File: config.mk
export PLATFORM = sky130hd
export DESIGN_NAME = tempo_map_tick_to_seconds
export DESIGN_NICKNAME = d
export VERILOG_FILES = /design/src/rtl/core/tmts_pkg.sv /design/src/rtl/core/tmts_dp.sv /design/src/rtl/core/tmts_ctrl.sv /design/src/rtl/core/tempo_map_tick_to_seconds.sv
export SDC_FILE = /design/constraint.sdc
export NUM_CORES = 2
export LEC_CHECK = 0
export BUFFER_PORTS_ARGS = -buffer_cell sky130_fd_sc_hd__buf_2
export CAP_MARGIN = 20
export CORE_UTILIZATION = 50
export CTS_BUF_LIST = sky130_fd_sc_hd__clkbuf_4
export CTS_CLUSTER_SIZE = 28
export DETAILED_ROUTE_END_ITERATION = 10
export GPL_TIMING_DRIVEN = 1
export PLACE_DENSITY = 0.66
export SETUP_SLACK_MARGIN = 0.2
export SYNTH_ARGS = -nofsm -noshare
export SYNTH_HDL_FRONTEND = slang
export SYNTH_SLANG_ARGS = --single-unit
File: constraint.sdc
create_clock -name i_clk -period 22.7 [get_ports i_clk]
set_clock_uncertainty 0.05 [all_clocks]
set_input_delay 3.405 -clock i_clk [delete_from_list [all_inputs] [get_ports i_clk]]
set_output_delay 3.405 -clock i_clk [all_outputs]
set_load 0.005 [all_outputs]
File: src/rtl/core/tmts_pkg.sv
// Shared types and constants of the tempo-map tick-to-seconds converter.
// Item structs, controller states, datapath commands and status.
// No dependencies.
package tmts_pkg;

    // Default sizing
    localparam int DEF_TEMPO_ENTRIES = 64;
    localparam int DEF_FRACTION_BITS = 16;

    // Field widths
    localparam int TICK_W     = 32;
    localparam int BPM_W      = 10;
    localparam int TPQ_W      = 11;
    localparam int USED_W     = 7;
    localparam int NOTE_W     = 16;
    localparam int DUR_W      = 32;
    localparam int PROD60_W   = 22;                 // 60 * 65535 fits in 22 bits
    localparam int DEN_W      = BPM_W + TPQ_W;
    localparam int CFG_IDX_W  = 2;
    localparam int CFG_DATA_W = 11;

    // Register indexes
    localparam logic [CFG_IDX_W-1:0] CFG_TPQ   = 2'd0;
    localparam logic [CFG_IDX_W-1:0] CFG_TEMPO = 2'd1;
    localparam logic [CFG_IDX_W-1:0] CFG_USED  = 2'd2;

    // Reset values and fixed constants
    localparam logic [TPQ_W-1:0]    RESET_TPQ   = 11'd480;
    localparam logic [BPM_W-1:0]    RESET_TEMPO = 10'd120;
    localparam logic [PROD60_W-1:0] SEC_PER_MIN = 22'd60;

    typedef struct packed {
        logic              mode;
        logic              first_of_track;
        logic [3:0]        channel;
        logic [5:0]        entry_index;
        logic [TICK_W-1:0] entry_tick;
        logic [BPM_W-1:0]  entry_tempo;
        logic [NOTE_W-1:0] note_ticks;
        logic signed [7:0] tone;
        logic [6:0]        volume;
        logic [15:0]       word_handle;
    } t_in_item;

    typedef struct packed {
        logic [3:0]       out_channel;
        logic             is_pause;
        logic [6:0]       out_tone;
        logic [6:0]       out_volume;
        logic [15:0]      out_word_handle;
        logic [DUR_W-1:0] duration;
    } t_out_item;

    typedef enum logic [3:0] {
        ST_IDLE,
        ST_RESTART,
        ST_ROW0,
        ST_ROW1,
        ST_CHECK,
        ST_LOOP,
        ST_ADV,
        ST_ADV_CHK,
        ST_TICK,
        ST_DIV,
        ST_ACC,
        ST_FINISH
    } t_state;

    typedef enum logic [3:0] {
        OP_NONE,
        OP_LOAD,
        OP_LATCH,
        OP_RESTART,
        OP_TAKE_BPM,
        OP_TAKE_TICK,
        OP_ADVANCE,
        OP_SEG_ALL,
        OP_SEG_PART,
        OP_DIV,
        OP_ACC,
        OP_FINISH
    } t_dp_op;

    typedef struct packed {
        t_dp_op op;
        logic   rd_en;      // read a table row
        logic   rd_zero;    // row 0 instead of the next-entry row
        logic   clr_pend;   // no further tempo change pending
    } t_dp_cmd;

    typedef struct packed {
        logic used_zero;
        logic used_gt1;
        logic nei_ge_used;
        logic pending;
        logic crossing;     // rest of the note passes the next change tick
        logic reached;      // position at or past the next change tick
        logic div_last;
    } t_dp_stat;

endpackage

File: src/rtl/core/tmts_dp.sv
// Datapath of the tick-to-seconds converter: tempo table, walk state,
// segment divider, total accumulator and result register. Uses tmts_pkg.
module tmts_dp import tmts_pkg::*; #(
    parameter int TEMPO_ENTRIES = DEF_TEMPO_ENTRIES,
    parameter int FRACTION_BITS = DEF_FRACTION_BITS
) (
    input  logic                  i_clk,
    input  logic                  i_rst_n,
    input  t_in_item              i_in_item,
    input  logic                  i_cfg_we,
    input  logic [CFG_IDX_W-1:0]  i_cfg_idx,
    input  logic [CFG_DATA_W-1:0] i_cfg_data,
    input  t_dp_cmd               i_cmd,
    output t_dp_stat              o_stat,
    output t_out_item             o_out_item
);

    localparam int AW    = $clog2(TEMPO_ENTRIES);
    localparam int UW    = $clog2(TEMPO_ENTRIES + 1);
    localparam int NW    = PROD60_W + FRACTION_BITS;
    localparam int CNT_W = $clog2(NW);
    localparam int ROW_W = TICK_W + BPM_W;

    // Configuration
    logic [TPQ_W-1:0]  r_cfg_tpq;
    logic [BPM_W-1:0]  r_cfg_tempo;
    logic [USED_W-1:0] r_cfg_used;

    // Walk state
    logic [TICK_W-1:0] r_pos;
    logic [BPM_W-1:0]  r_tempo;
    logic [UW-1:0]     r_nei;
    logic [TICK_W-1:0] r_nct;
    logic              r_pending;

    // Per-note working registers
    t_in_item          r_note;
    logic [TICK_W:0]   r_now;
    logic [NOTE_W-1:0] r_rem;
    logic [NOTE_W-1:0] r_seg;
    logic [DUR_W-1:0]  r_total;
    logic [DEN_W-1:0]  r_den;
    logic [DEN_W-1:0]  r_prem;
    logic [NW-1:0]     r_quo;
    logic [CNT_W-1:0]  r_div_cnt;
    t_out_item         r_out;

    // Tempo table
    logic [ROW_W-1:0]  r_mem [TEMPO_ENTRIES];
    logic [ROW_W-1:0]  r_rd;

    logic [UW-1:0]       used;
    logic [AW-1:0]       rd_addr;
    logic [AW-1:0]       wr_addr;
    logic                wr_ok;
    logic [TICK_W+1:0]   end_pos;
    logic                crossing;
    logic                reached;
    logic                div_last;
    logic [NOTE_W-1:0]   part;
    logic [NOTE_W-1:0]   seg_ticks;
    logic [BPM_W-1:0]    bpm_eff;
    logic [TPQ_W-1:0]    tpq_eff;
    logic [PROD60_W-1:0] num60;
    logic [DEN_W:0]      p_shift;
    logic                q_bit;
    logic [63:0]         q_wide;
    logic [DUR_W-1:0]    seg_sat;
    logic [DUR_W:0]      t_sum;
    logic                pause;

    // Clamp the entry count to the table depth
    assign used = (32'(r_cfg_used) > 32'(TEMPO_ENTRIES)) ? UW'(TEMPO_ENTRIES)
                                                         : UW'(r_cfg_used);
    assign rd_addr = i_cmd.rd_zero ? '0 : r_nei[AW-1:0];
    assign wr_addr = AW'(i_in_item.entry_index);
    assign wr_ok   = 32'(i_in_item.entry_index) < 32'(TEMPO_ENTRIES);

    // Compare the position against the next change tick, unwrapped
    assign end_pos  = (TICK_W+2)'(r_now) + (TICK_W+2)'(r_rem);
    assign crossing = end_pos > (TICK_W+2)'(r_nct);
    assign reached  = (TICK_W+2)'(r_now) >= (TICK_W+2)'(r_nct);
    assign div_last = r_div_cnt == CNT_W'(NW - 1);

    assign o_stat = '{
        used_zero:   used == '0,
        used_gt1:    used > UW'(1),
        nei_ge_used: r_nei >= used,
        pending:     r_pending,
        crossing:    crossing,
        reached:     reached,
        div_last:    div_last
    };

    // Segment operands: ticks, zero divisors taken as one
    assign part      = NOTE_W'(r_nct - r_now[TICK_W-1:0]);
    assign seg_ticks = (i_cmd.op == OP_SEG_PART) ? part : r_rem;
    assign bpm_eff   = (r_tempo == '0) ? BPM_W'(1) : r_tempo;
    assign tpq_eff   = (r_cfg_tpq == '0) ? TPQ_W'(1) : r_cfg_tpq;
    assign num60     = PROD60_W'(seg_ticks) * SEC_PER_MIN;

    // One restoring division step
    assign p_shift = {r_prem, r_quo[NW-1]};
    assign q_bit   = p_shift >= {1'b0, r_den};

    // Saturate the segment, then the running total
    assign q_wide  = 64'(r_quo);
    assign seg_sat = (|q_wide[63:32]) ? '1 : q_wide[31:0];
    assign t_sum   = {1'b0, r_total} + {1'b0, seg_sat};

    assign pause = r_note.tone[7];

    // Write configuration and advance the tempo walk
    always_ff @(posedge i_clk) begin
        if (!i_rst_n) begin
            r_cfg_tpq   <= RESET_TPQ;
            r_cfg_tempo <= RESET_TEMPO;
            r_cfg_used  <= '0;
            r_pos       <= '0;
            r_tempo     <= RESET_TEMPO;
            r_nei       <= UW'(1);
            r_nct       <= '0;
            r_pending   <= 1'b0;
            r_div_cnt   <= '0;
        end else begin
            if (i_cfg_we) begin
                unique case (i_cfg_idx)
                    CFG_TPQ:   r_cfg_tpq   <= i_cfg_data[TPQ_W-1:0];
                    CFG_TEMPO: r_cfg_tempo <= i_cfg_data[BPM_W-1:0];
                    CFG_USED:  r_cfg_used  <= i_cfg_data[USED_W-1:0];
                    default: ;
                endcase
            end
            if (i_cmd.clr_pend) begin
                r_pending <= 1'b0;
            end
            unique case (i_cmd.op)
                OP_RESTART: begin
                    r_pos     <= '0;
                    r_nei     <= UW'(1);
                    r_pending <= 1'b0;
                    r_tempo   <= r_cfg_tempo;
                end
                OP_TAKE_BPM:  r_tempo <= r_rd[BPM_W-1:0];
                OP_TAKE_TICK: begin
                    r_nct     <= r_rd[ROW_W-1:BPM_W];
                    r_pending <= 1'b1;
                end
                OP_ADVANCE: begin
                    r_tempo <= r_rd[BPM_W-1:0];
                    r_nei   <= r_nei + UW'(1);
                end
                OP_SEG_ALL, OP_SEG_PART: r_div_cnt <= '0;
                OP_DIV:    r_div_cnt <= r_div_cnt + CNT_W'(1);
                OP_FINISH: r_pos     <= r_now[TICK_W-1:0];
                default: ;
            endcase
        end
    end

    // Hold note fields, run segments and form the result
    always_ff @(posedge i_clk) begin
        unique case (i_cmd.op)
            OP_LATCH: begin
                r_note  <= i_in_item;
                r_now   <= {1'b0, r_pos};
                r_rem   <= i_in_item.note_ticks;
                r_total <= '0;
            end
            OP_RESTART: r_now <= '0;
            OP_SEG_ALL, OP_SEG_PART: begin
                r_seg  <= seg_ticks;
                r_den  <= DEN_W'(bpm_eff) * DEN_W'(tpq_eff);
                r_prem <= '0;
                r_quo  <= {num60, {FRACTION_BITS{1'b0}}};
            end
            OP_DIV: begin
                r_prem <= q_bit ? DEN_W'(p_shift - {1'b0, r_den}) : DEN_W'(p_shift);
                r_quo  <= {r_quo[NW-2:0], q_bit};
            end
            OP_ACC: begin
                r_total <= t_sum[DUR_W] ? '1 : t_sum[DUR_W-1:0];
                r_now   <= r_now + (TICK_W+1)'(r_seg);
                r_rem   <= r_rem - r_seg;
            end
            OP_FINISH: begin
                r_out.out_channel     <= r_note.channel;
                r_out.is_pause        <= pause;
                r_out.out_tone        <= pause ? 7'd0 : r_note.tone[6:0];
                r_out.out_volume      <= pause ? 7'd0 : r_note.volume;
                r_out.out_word_handle <= pause ? 16'd0 : r_note.word_handle;
                r_out.duration        <= r_total;
            end
            default: ;
        endcase
    end

    // Tempo table: one write port, one registered read port
    always_ff @(posedge i_clk) begin
        if (i_cmd.op == OP_LOAD && wr_ok) begin
            r_mem[wr_addr] <= {i_in_item.entry_tick, i_in_item.entry_tempo};
        end
        if (i_cmd.rd_en) begin
            r_rd <= r_mem[rd_addr];
        end
    end

    assign o_out_item = r_out;

    // The walk never points past the table
    a_nei_bound: assert property (@(posedge i_clk) disable iff (!i_rst_n)
        32'(r_nei) <= 32'(TEMPO_ENTRIES))
        else $error("next entry index beyond the tempo table");

    // A segment never takes more ticks than remain in the note
    a_seg_fits: assert property (@(posedge i_clk) disable iff (!i_rst_n)
        (i_cmd.op == OP_ACC) |-> (r_seg <= r_rem))
        else $error("segment longer than the remaining ticks");

    // A partial segment only where the note crosses a pending change
    a_part_cross: assert property (@(posedge i_clk) disable iff (!i_rst_n)
        (i_cmd.op == OP_SEG_PART) |-> (r_pending && crossing && !reached))
        else $error("partial segment without a crossing");

    // Accumulate only right after the last division step
    a_div_done: assert property (@(posedge i_clk) disable iff (!i_rst_n)
        (i_cmd.op == OP_ACC) |-> $past(i_cmd.op == OP_DIV && div_last))
        else $error("accumulate before the division finished");

endmodule

File: src/rtl/core/tmts_ctrl.sv
// Controller of the tick-to-seconds converter: handshakes, tempo walk
// sequencing and segment scheduling. Uses tmts_pkg; drives tmts_dp.
module tmts_ctrl import tmts_pkg::*; (
    input  logic     i_clk,
    input  logic     i_rst_n,
    input  logic     i_in_valid,
    output logic     o_in_ready,
    input  logic     i_mode,
    input  logic     i_first,
    output logic     o_out_valid,
    input  logic     i_out_ready,
    input  t_dp_stat i_stat,
    output t_dp_cmd  o_cmd
);

    t_state r_state, n_state;
    logic   r_final, n_final;
    logic   r_out_valid, n_out_valid;
    logic   finish;

    // Hold state, segment flag and result valid
    always_ff @(posedge i_clk) begin
        if (!i_rst_n) begin
            r_state     <= ST_IDLE;
            r_final     <= 1'b0;
            r_out_valid <= 1'b0;
        end else begin
            r_state     <= n_state;
            r_final     <= n_final;
            r_out_valid <= n_out_valid;
        end
    end

    // Sequence the walk and issue datapath commands
    always_comb begin
        n_state    = r_state;
        n_final    = r_final;
        o_cmd      = '{op: OP_NONE, rd_en: 1'b0, rd_zero: 1'b0, clr_pend: 1'b0};
        o_in_ready = 1'b0;
        finish     = 1'b0;
        unique case (r_state)
            ST_IDLE: begin
                o_in_ready = 1'b1;
                if (i_in_valid) begin
                    if (!i_mode) begin
                        o_cmd.op = OP_LOAD;
                    end else begin
                        o_cmd.op = OP_LATCH;
                        n_state  = i_first ? ST_RESTART : ST_CHECK;
                    end
                end
            end
            ST_RESTART: begin
                o_cmd.op = OP_RESTART;
                if (i_stat.used_zero) begin
                    n_state = ST_CHECK;
                end else begin
                    o_cmd.rd_en   = 1'b1;
                    o_cmd.rd_zero = 1'b1;
                    n_state       = ST_ROW0;
                end
            end
            ST_ROW0: begin
                o_cmd.op = OP_TAKE_BPM;
                if (i_stat.used_gt1) begin
                    o_cmd.rd_en = 1'b1;
                    n_state     = ST_ROW1;
                end else begin
                    n_state = ST_CHECK;
                end
            end
            ST_ROW1: begin
                o_cmd.op = OP_TAKE_TICK;
                n_state  = ST_CHECK;
            end
            ST_CHECK: begin
                if (i_stat.pending && i_stat.crossing) begin
                    n_state = ST_LOOP;
                end else begin
                    o_cmd.op = OP_SEG_ALL;
                    n_final  = 1'b1;
                    n_state  = ST_DIV;
                end
            end
            ST_LOOP: begin
                priority if (i_stat.reached) begin
                    if (i_stat.nei_ge_used) begin
                        o_cmd.clr_pend = 1'b1;
                        o_cmd.op       = OP_SEG_ALL;
                        n_final        = 1'b1;
                        n_state        = ST_DIV;
                    end else begin
                        o_cmd.rd_en = 1'b1;
                        n_state     = ST_ADV;
                    end
                end else if (i_stat.crossing) begin
                    o_cmd.op = OP_SEG_PART;
                    n_final  = 1'b0;
                    n_state  = ST_DIV;
                end else begin
                    o_cmd.op = OP_SEG_ALL;
                    n_final  = 1'b1;
                    n_state  = ST_DIV;
                end
            end
            ST_ADV: begin
                o_cmd.op = OP_ADVANCE;
                n_state  = ST_ADV_CHK;
            end
            ST_ADV_CHK: begin
                if (i_stat.nei_ge_used) begin
                    o_cmd.clr_pend = 1'b1;
                    o_cmd.op       = OP_SEG_ALL;
                    n_final        = 1'b1;
                    n_state        = ST_DIV;
                end else begin
                    o_cmd.rd_en = 1'b1;
                    n_state     = ST_TICK;
                end
            end
            ST_TICK: begin
                o_cmd.op = OP_TAKE_TICK;
                n_state  = ST_LOOP;
            end
            ST_DIV: begin
                o_cmd.op = OP_DIV;
                if (i_stat.div_last) begin
                    n_state = ST_ACC;
                end
            end
            ST_ACC: begin
                o_cmd.op = OP_ACC;
                n_state  = r_final ? ST_FINISH : ST_LOOP;
            end
            ST_FINISH: begin
                if (!r_out_valid || i_out_ready) begin
                    o_cmd.op = OP_FINISH;
                    finish   = 1'b1;
                    n_state  = ST_IDLE;
                end
            end
            default: n_state = ST_IDLE;
        endcase
    end

    // Drop the result once taken, raise it when a note finishes
    assign n_out_valid = (r_out_valid && !i_out_ready) || finish;
    assign o_out_valid = r_out_valid;

endmodule

File: src/rtl/core/tempo_map_tick_to_seconds.sv
// Top level of the tempo-map tick-to-seconds converter.
// Joins tmts_ctrl and tmts_dp; uses tmts_pkg.
//
// Usage: the input channel (i_in_valid / o_in_ready / i_in_item) takes load
// items (mode 0), which write one (tick, bpm) row of the tempo table and give
// no result, and note items (mode 1), which give one result on the output
// channel (o_out_valid / i_out_ready / o_out_item). Registers are written
// through i_cfg_we / i_cfg_idx / i_cfg_data; the user must do so only while
// the block is idle; the block itself does not enforce this. A load item
// is written in the idle state. A note inside one tempo passes a check
// step, a bit-serial division that makes one quotient bit per cycle, an
// accumulate step and a finish step. A track restart first reads table
// row 0 and, with more than one entry, row 1; every tempo change crossed
// adds table walk steps and one more division segment. The block takes no
// new item until the note in hand has finished.
// Reset clears the walk state and the registers to their defaults; the
// tempo table is not cleared and must be loaded before use.
// A stalled receiver keeps the result in the output register; the block
// takes the next item and holds its own result until the register frees.
module tempo_map_tick_to_seconds import tmts_pkg::*; #(
    parameter int TEMPO_ENTRIES = DEF_TEMPO_ENTRIES,
    parameter int FRACTION_BITS = DEF_FRACTION_BITS
) (
    input  logic                  i_clk,
    input  logic                  i_rst_n,
    input  logic                  i_in_valid,
    output logic                  o_in_ready,
    input  t_in_item              i_in_item,
    output logic                  o_out_valid,
    input  logic                  i_out_ready,
    output t_out_item             o_out_item,
    input  logic                  i_cfg_we,
    input  logic [CFG_IDX_W-1:0]  i_cfg_idx,
    input  logic [CFG_DATA_W-1:0] i_cfg_data
);

    t_dp_cmd  cmd;
    t_dp_stat stat;

    // Sequence the work
    tmts_ctrl u_ctrl (
        .i_clk       (i_clk),
        .i_rst_n     (i_rst_n),
        .i_in_valid  (i_in_valid),
        .o_in_ready  (o_in_ready),
        .i_mode      (i_in_item.mode),
        .i_first     (i_in_item.first_of_track),
        .o_out_valid (o_out_valid),
        .i_out_ready (i_out_ready),
        .i_stat      (stat),
        .o_cmd       (cmd)
    );

    // Hold the table and do the arithmetic
    tmts_dp #(
        .TEMPO_ENTRIES (TEMPO_ENTRIES),
        .FRACTION_BITS (FRACTION_BITS)
    ) u_dp (
        .i_clk      (i_clk),
        .i_rst_n    (i_rst_n),
        .i_in_item  (i_in_item),
        .i_cfg_we   (i_cfg_we),
        .i_cfg_idx  (i_cfg_idx),
        .i_cfg_data (i_cfg_data),
        .i_cmd      (cmd),
        .o_stat     (stat),
        .o_out_item (o_out_item)
    );

endmodule
# Word level (Yosys, flattened, before mapping)

Memory sizes are Yosys's and may differ from the RTL's. A register that Yosys moved wholly into a read port is not among the register bits.
Cells that the tools add are included.

Output and inout bits: 69
Input port bits: 119
Memories kept: 1
Register bits after elaboration: 401
RAM bits: 2688
Logic and storage cells: 163

$add $sub $neg: 8
$mul: 2
Reduce and logical (&&, ||, !) cells: 28
Magnitude comparators: 6
Equal/unequal tests: 30
Mux-type cells: 59

Memory list:

| memory     | depth | bits a word | read ports | clocked after memory_dff | write ports | RTL line      | RTL |
|---|---|---|---|---|---|---|---|
| u_dp.r_mem | 64    | 42          | 1          | 1                        | 1           | tmts_dp.sv:49 | `logic [ROW_W-1:0] r_mem [TEMPO_ENTRIES];` |

Operators by type and width:

| operator              | number |
|---|---|
| $pmux 32 s2           | 2 |
| $pmux 33 s3           | 1 |
| $pmux 38 s2           | 1 |
| $mux 32               | 2 |
| $pmux 4 s12           | 1 |
| $mux 4                | 11 |
| $pmux 4 s11           | 1 |
| $pmux 21 s2           | 1 |
| $add 33x16->34        | 1 |
| $gt 34x32->1          | 1 |
| $add 32x32->33        | 1 |
| $add 33x16->33        | 1 |
| $ge 33x32->1          | 1 |
| $eq 4x3->1 const B    | 8 |
| $eq 4x4->1 const B    | 8 |
| $pmux 16 s2           | 1 |
| $sub 16x16->16        | 2 |
| $ge 22x21->1          | 1 |
| $mul 10x11->21        | 1 |
| $mux 21               | 1 |
| $sub 21x21->21        | 1 |
| $mul 16x4->20 const B | 1 |
| $pmux 10 s2           | 1 |
| $mux 1                | 17 |
| 38 further kinds      | 66 |

# Depth between registers and ports, before layout

Depth in word-level cells: 10
Mapped depth: 36
Gate-level depth less buffers: 34

# Hierarchy

Synthesis repeated with hierarchy kept, for this count alone.

Cells, all modules: 8354
Area total of the unflattened synthesis: 132489.6 µm²

Modules (own cells, without submodules):

| module    | cells an instance | times used | area an instance (µm²) | sequential area each (µm²) |
|---|---|---|---|---|
| tmts_dp   | 8251              | 1          | 131736.3               | 92678.9 |
| tmts_ctrl | 103               | 1          | 753.2                  | 120.1 |

# Worst setup path before layout

OpenSTA, ideal clock, no wires.

Path kind: input-to-reg
Start: in i_out_ready
End: reg u_dp.r_rem[0], enable pin
Setup time: 0.523 ns
Required time: 22.127 ns
Cell stages on the path: 4
Slack: 13.806 ns
Arrival: 8.321 ns
Path buffers: 0
Cells stage by stage: nor2b_1 -> nor2_1 -> nor3_1 -> nor3b_1

Longest elaborated chain between the ends: 5
Elaborated cells on any way between the ends: 6
Classes of those cells: eq/ne (2); mux (2); reduce/logical (2)

RTL lines:

| what                                            | RTL line                        | RTL |
|---|---|---|
| start, declared                                 | tempo_map_tick_to_seconds.sv:30 | `input logic i_out_ready,` |
| $logic_or 1x1->1 *                              | tmts_ctrl.sv:136                | `if (!r_out_valid \|\| i_out_ready) begin` |
| $mux 4 *                                        | tmts_ctrl.sv:136                |  |
| $pmux 4 s11 *                                   | tmts_ctrl.sv:41                 | `unique case (r_state)` |
| $eq 4x2->1 / $eq 4x4->1 (equally long branches) | tmts_dp.sv:163                  | `unique case (i_cmd.op)` |
| $reduce_bool 2->1 (no source line) *            | -                               |  |
| end signal, assigned                            | tmts_dp.sv:167                  | `r_rem <= i_in_item.note_ticks;` |
| end signal, assigned                            | tmts_dp.sv:184                  | `r_rem <= r_rem - r_seg;` |
| end, declared                                   | tmts_dp.sv:39                   | `logic [NOTE_W-1:0] r_rem;` |

Every way passes the cells marked *; elsewhere a longest branch is shown, timed or not.
A chain may end at the register's enable or synchronous reset.

# Worst setup path in the final report

Start: reg u_dp.r_rem[2]
End: reg u_dp.r_quo[36] (data pin)

Longest elaborated chain between the ends: 9
Elaborated cells on any way between the ends: 14
Classes of those cells: add/sub (1); mul (1); order compare (1); eq/ne (3); mux (6); reduce/logical (2)

RTL lines:

| what                                               | RTL line                         | RTL |
|---|---|---|
| $add 33x16->34 *                                   | tmts_dp.sv:80                    | `assign end_pos = (TICK_W+2)'(r_now) + (TICK_W+2)'(r_rem);` |
| $gt 34x32->1 *                                     | tmts_dp.sv:81                    | `assign crossing = end_pos > (TICK_W+2)'(r_nct);` |
| $mux 4 / $logic_and 1x1->1 (equally long branches) | tmts_ctrl.sv:96, tmts_ctrl.sv:77 |  |
| $mux 4 / $mux 3 (equally long branches)            | tmts_ctrl.sv:86, tmts_ctrl.sv:77 |  |
| $pmux 4 s11 *                                      | tmts_ctrl.sv:41                  |  |
| $eq 4x4->1 *                                       | tmts_dp.sv:97                    | `assign seg_ticks = (i_cmd.op == OP_SEG_PART) ? part : r_rem;` |
| $mux 16 *                                          | tmts_dp.sv:97                    |  |
| via u_dp.seg_ticks[1]                              | tmts_dp.sv:61                    | `logic [NOTE_W-1:0] seg_ticks;` |
| $mul 16x4->20 *                                    | tmts_dp.sv:100                   | `assign num60 = PROD60_W'(seg_ticks) * SEC_PER_MIN;` |
| $pmux 38 s2 *                                      | tmts_dp.sv:163                   |  |
| end signal, assigned                               | tmts_dp.sv:175                   | `r_quo <= {num60, {FRACTION_BITS{1'b0}}};` |
| end signal, assigned                               | tmts_dp.sv:179                   | `r_quo <= {r_quo[NW-2:0], q_bit};` |
| end, declared                                      | tmts_dp.sv:44                    | `logic [NW-1:0] r_quo;` |

Mark *: on every way through the listed nets, which the timed path passes. The rest lies on a longest branch.

==> impl_metrics.tcl <==
set metrics [dict create \
    status "complete, no violations" \
    grt_use_total_pct 26.2 \
    cts-root-buf "clkbuf_4" \
    core_area_mm2 0.266 \
    drt_drc_violations_left 0 \
    synth_edf_count 3009 \
    synth_fp_nets 9259 \
    r2r_start "u_dp.r_rem[2]" \
    ys.flop_type "edfxtp_1" \
    cts_hold_buf 0 \
    clk_pin_slew_ns 0.07 \
    start_kind "flip-flop" \
    drt_iter0_markers 8998 \
    vias_per_cell 6.08 \
    rr_worst_depth 32 \
    ys_ff_latch 3131 \
    endpoint_kind "flip-flop" \
    setup_tns_ns 0 \
    dp_hpwl_um 195000 \
    worst_slack_ns 12.97 \
    grt_pass1_vias 82200 \
    drive_above_1_share_pct 21.1 \
    die_w_um 520 \
    cts_buffers 778 \
    syn_inst 8776 \
    worstPathArrival_ns 10.71 \
    area_growth_pct 11.4 \
    ys_warn_count 0 \
    fin_hold_ws_ns 0.373 \
    grt_overflow 0 \
    drv_slew 0 \
    tritoncts "yes" \
    cts_setup_buffers 0 \
    cts_resized 0 \
    cts.sinks 3131 \
    ir_drop_uv 59.3 \
    antenna_left 0 \
    vias 82000 \
    cpPeakStageDelay_ns 0.57 \
    cts_max_level 6 \
    ys_types 77 \
    power.density_mw_per_mm2 85.1 \
    crit_fanout 30 \
    gp_congestion 0.884 \
    wl_per_cell_um 26.5 \
    min_period_over_period_pct 42.9 \
    finalSetupViolCount 0 \
    drv_cap 0 \
    regToRegEndpoint "u_dp.r_quo[36]" \
    antenna_found_initial 37 \
    fmax_mhz 103 \
    start_util_pct 50.4 \
    dr.pass1.iters 6 \
    slew_headroom_pct 23.3 \
    min_period_ns 9.73 \
    cp.required_ns 23.68 \
    hold_viol_final 0 \
    place_ws_ns 12.96 \
    timing.critical_path.to "u_dp.r_quo[36]" \
    die_area_mm2 0.270 \
    r2r_setup_slack_ns 12.97 \
    io_pins 188 \
    fillers 21100 \
    leakage_nw 51.1 \
    critPathLaunch "u_dp.r_rem[2]" \
    clockBufferDepth 4 \
    final_nets 9892 \
    grt_pass1_wl_um 525000 \
    row_count 189 \
    regArea_mm2 0.0928 \
    worstSetupPathType "flip-flop to flip-flop" \
    async_flop_share_pct 0 \
    min_path_type "flip-flop to flip-flop" \
    rsz0062_at_grt "no" \
    worstMarginPinSlew_ns 1.14 \
    grt_max_degree 122 \
    ys_seq_area_share_pct 69.2 \
    cp_slowest_cell "nor2b_1" \
    syn_area_mm2 0.134 \
    port_buffers 187 \
    fp.dieH_um 520 \
    multi_input_area_mm2 0.0388 \
    synth.avg_cell_area_um2 15.3 \
    routed_wirelength_um 357000 \
    insertion_delay_ns 1.45 \
]
cell families (layout without fill, tap and decap cells):
kind of cell	after synthesis	count (layout)	share of synthesized area (%)
other	0	18	0
XOR/XNOR	176	176	1.15
buffers and inverters	779	1940	2.28
multiplexers	580	580	7.97
flip-flops	3131	3131	69.2
adder cells (fa/ha/maj)	365	365	3.93
AND/OR/NAND/NOR	1986	1986	6.97
AO/OA/AOI/OAI	1759	1759	8.47
layer usage:
metal | global-route usage, % | wire length [um]
met5 | 0 | 173
met4 | 9.17 | 10600
met3 | 5.60 | 32400
met2 | 42.2 | 170000
met1 | 35.2 | 144000
cells in the final DEF, fill, tap and decap left out, types with 28 or more instances in the layout:
cell / instances
a211oi_1: 173
a21boi_0: 55
a21o_1: 58
a21oi_1: 395
a22o_1: 35
a311oi_1: 33
a31oi_1: 83
and2_1: 67
buf_12: 32
buf_2: 188
buf_4: 164
clkbuf_4: 1109
clkinv_1: 145
dfxtp_1: 120
edfxtp_1: 3009
fa_1: 94
ha_1: 270
inv_1: 237
mux2i_1: 186
mux4_2: 390
nand2_1: 745
nand3_1: 142
nand4_1: 28
nor2_1: 336
nor2_4: 67
nor2b_1: 83
nor3_1: 62
o211ai_1: 342
o21a_1: 34
o21ai_0: 395
o221ai_1: 40
or2_2: 36
or3_1: 335
xnor2_1: 102
xor2_1: 74
state kept, by name (all words and copies together), names as in the netlist, 10 cells and up:
name,flops
u_dp.o_out_item,67
u_dp.r_cfg_tempo,10
u_dp.r_cfg_tpq,11
u_dp.r_den,21
u_dp.r_mem,2688
u_dp.r_nct,32
u_dp.r_note,34
u_dp.r_now,33
u_dp.r_pos,32
u_dp.r_prem,21
u_dp.r_quo,38
u_dp.r_rd,42
u_dp.r_rem,16
u_dp.r_seg,16
u_dp.r_tempo,10
u_dp.r_total,32
through the flow:
stage / instances / utilization, % / area, um2 / power, W
2_1_floorplan: 8776 / - / 134000 / 0.00780
3_3_place_gp: 12100 / 52.4 / 139000 / 0.00824
3_5_place_dp: 12100 / 52.4 / 139000 / 0.00826
4_1_cts: 13400 / 56.0 / 149000 / 0.0128
5_1_grt: 13500 / 56.2 / 149000 / 0.0133
6_report: 13500 / 56.2 / 149000 / 0.0127
report_power, final:
group	internal, W	total [W]	switching [W]
clock	0.00232	0.00456	0.00224
combinational	0.000656	0.00160	0.000946
sequential	0.00647	0.00656	0.0000838
total	0.00945	0.0127	0.00327
worst min path at each step:
stage | startpoint | to | cells past startpoint | slack (ns)
final | u_dp.r_note[95] | u_dp.o_out_item[63] | 0 | 0.37
after global routing | u_dp.r_note[98] | u_dp.o_out_item[66] | 0 | 0.38
after CTS | u_dp.r_note[98] | u_dp.o_out_item[66] | 0 | 0.37
after detailed placement | u_dp.r_note[98] | u_dp.o_out_item[66] | 0 | 0.36
after global placement | u_dp.r_note[98] | u_dp.o_out_item[66] | 0 | 0.35
after floorplan | u_dp.r_note[95] | u_dp.o_out_item[63] | 0 | 0.35
final cells by class:
class | count | share of cell area (%)
Sequential cell | 3131 | 62.1
Multi-Input combinational cell | 4866 | 26.0
Clock buffer | 1102 | 5.54
Tap cell | 3533 | 2.96
Timing Repair Buffer | 394 | 1.97
Clock inverter | 206 | 0.786
Inverter | 238 | 0.603
Antenna cell | 18 | 0.0302
critical path, delay by kind of cell, from the launching register on:
kind	cells	cell delay, ns
AO/OA/AOI/OAI	14	3.55
XOR/XNOR	2	0.30
adder cells (fa/ha/maj)	5	2.27
buffers and inverters	2	0.43
flip-flops	1	0.53
multiplexers	2	0.61
AND/OR/NAND/NOR	7	1.70
synthesized netlist by cell type (94+ instances only):
library cell  number  share of area, %
o21ai_0          395               1.5
dfxtp_1          122               1.8
or3_1            336               1.6
nand2_1          751               2.1
clkbuf_1         418               1.2
fa_1              94               1.4
a211oi_1         173              0.97
xnor2_1          102              0.67
inv_1            238              0.67
mux4_2           390               6.6
edfxtp_1        3009                67
nand3_1          143              0.53
mux2i_1          186               1.4
ha_1             270               2.5
nor2_1           403               1.1
a21oi_1          398               1.5
o211ai_1         342               1.9
Note: power is estimated with default switching activity, not from simulation.
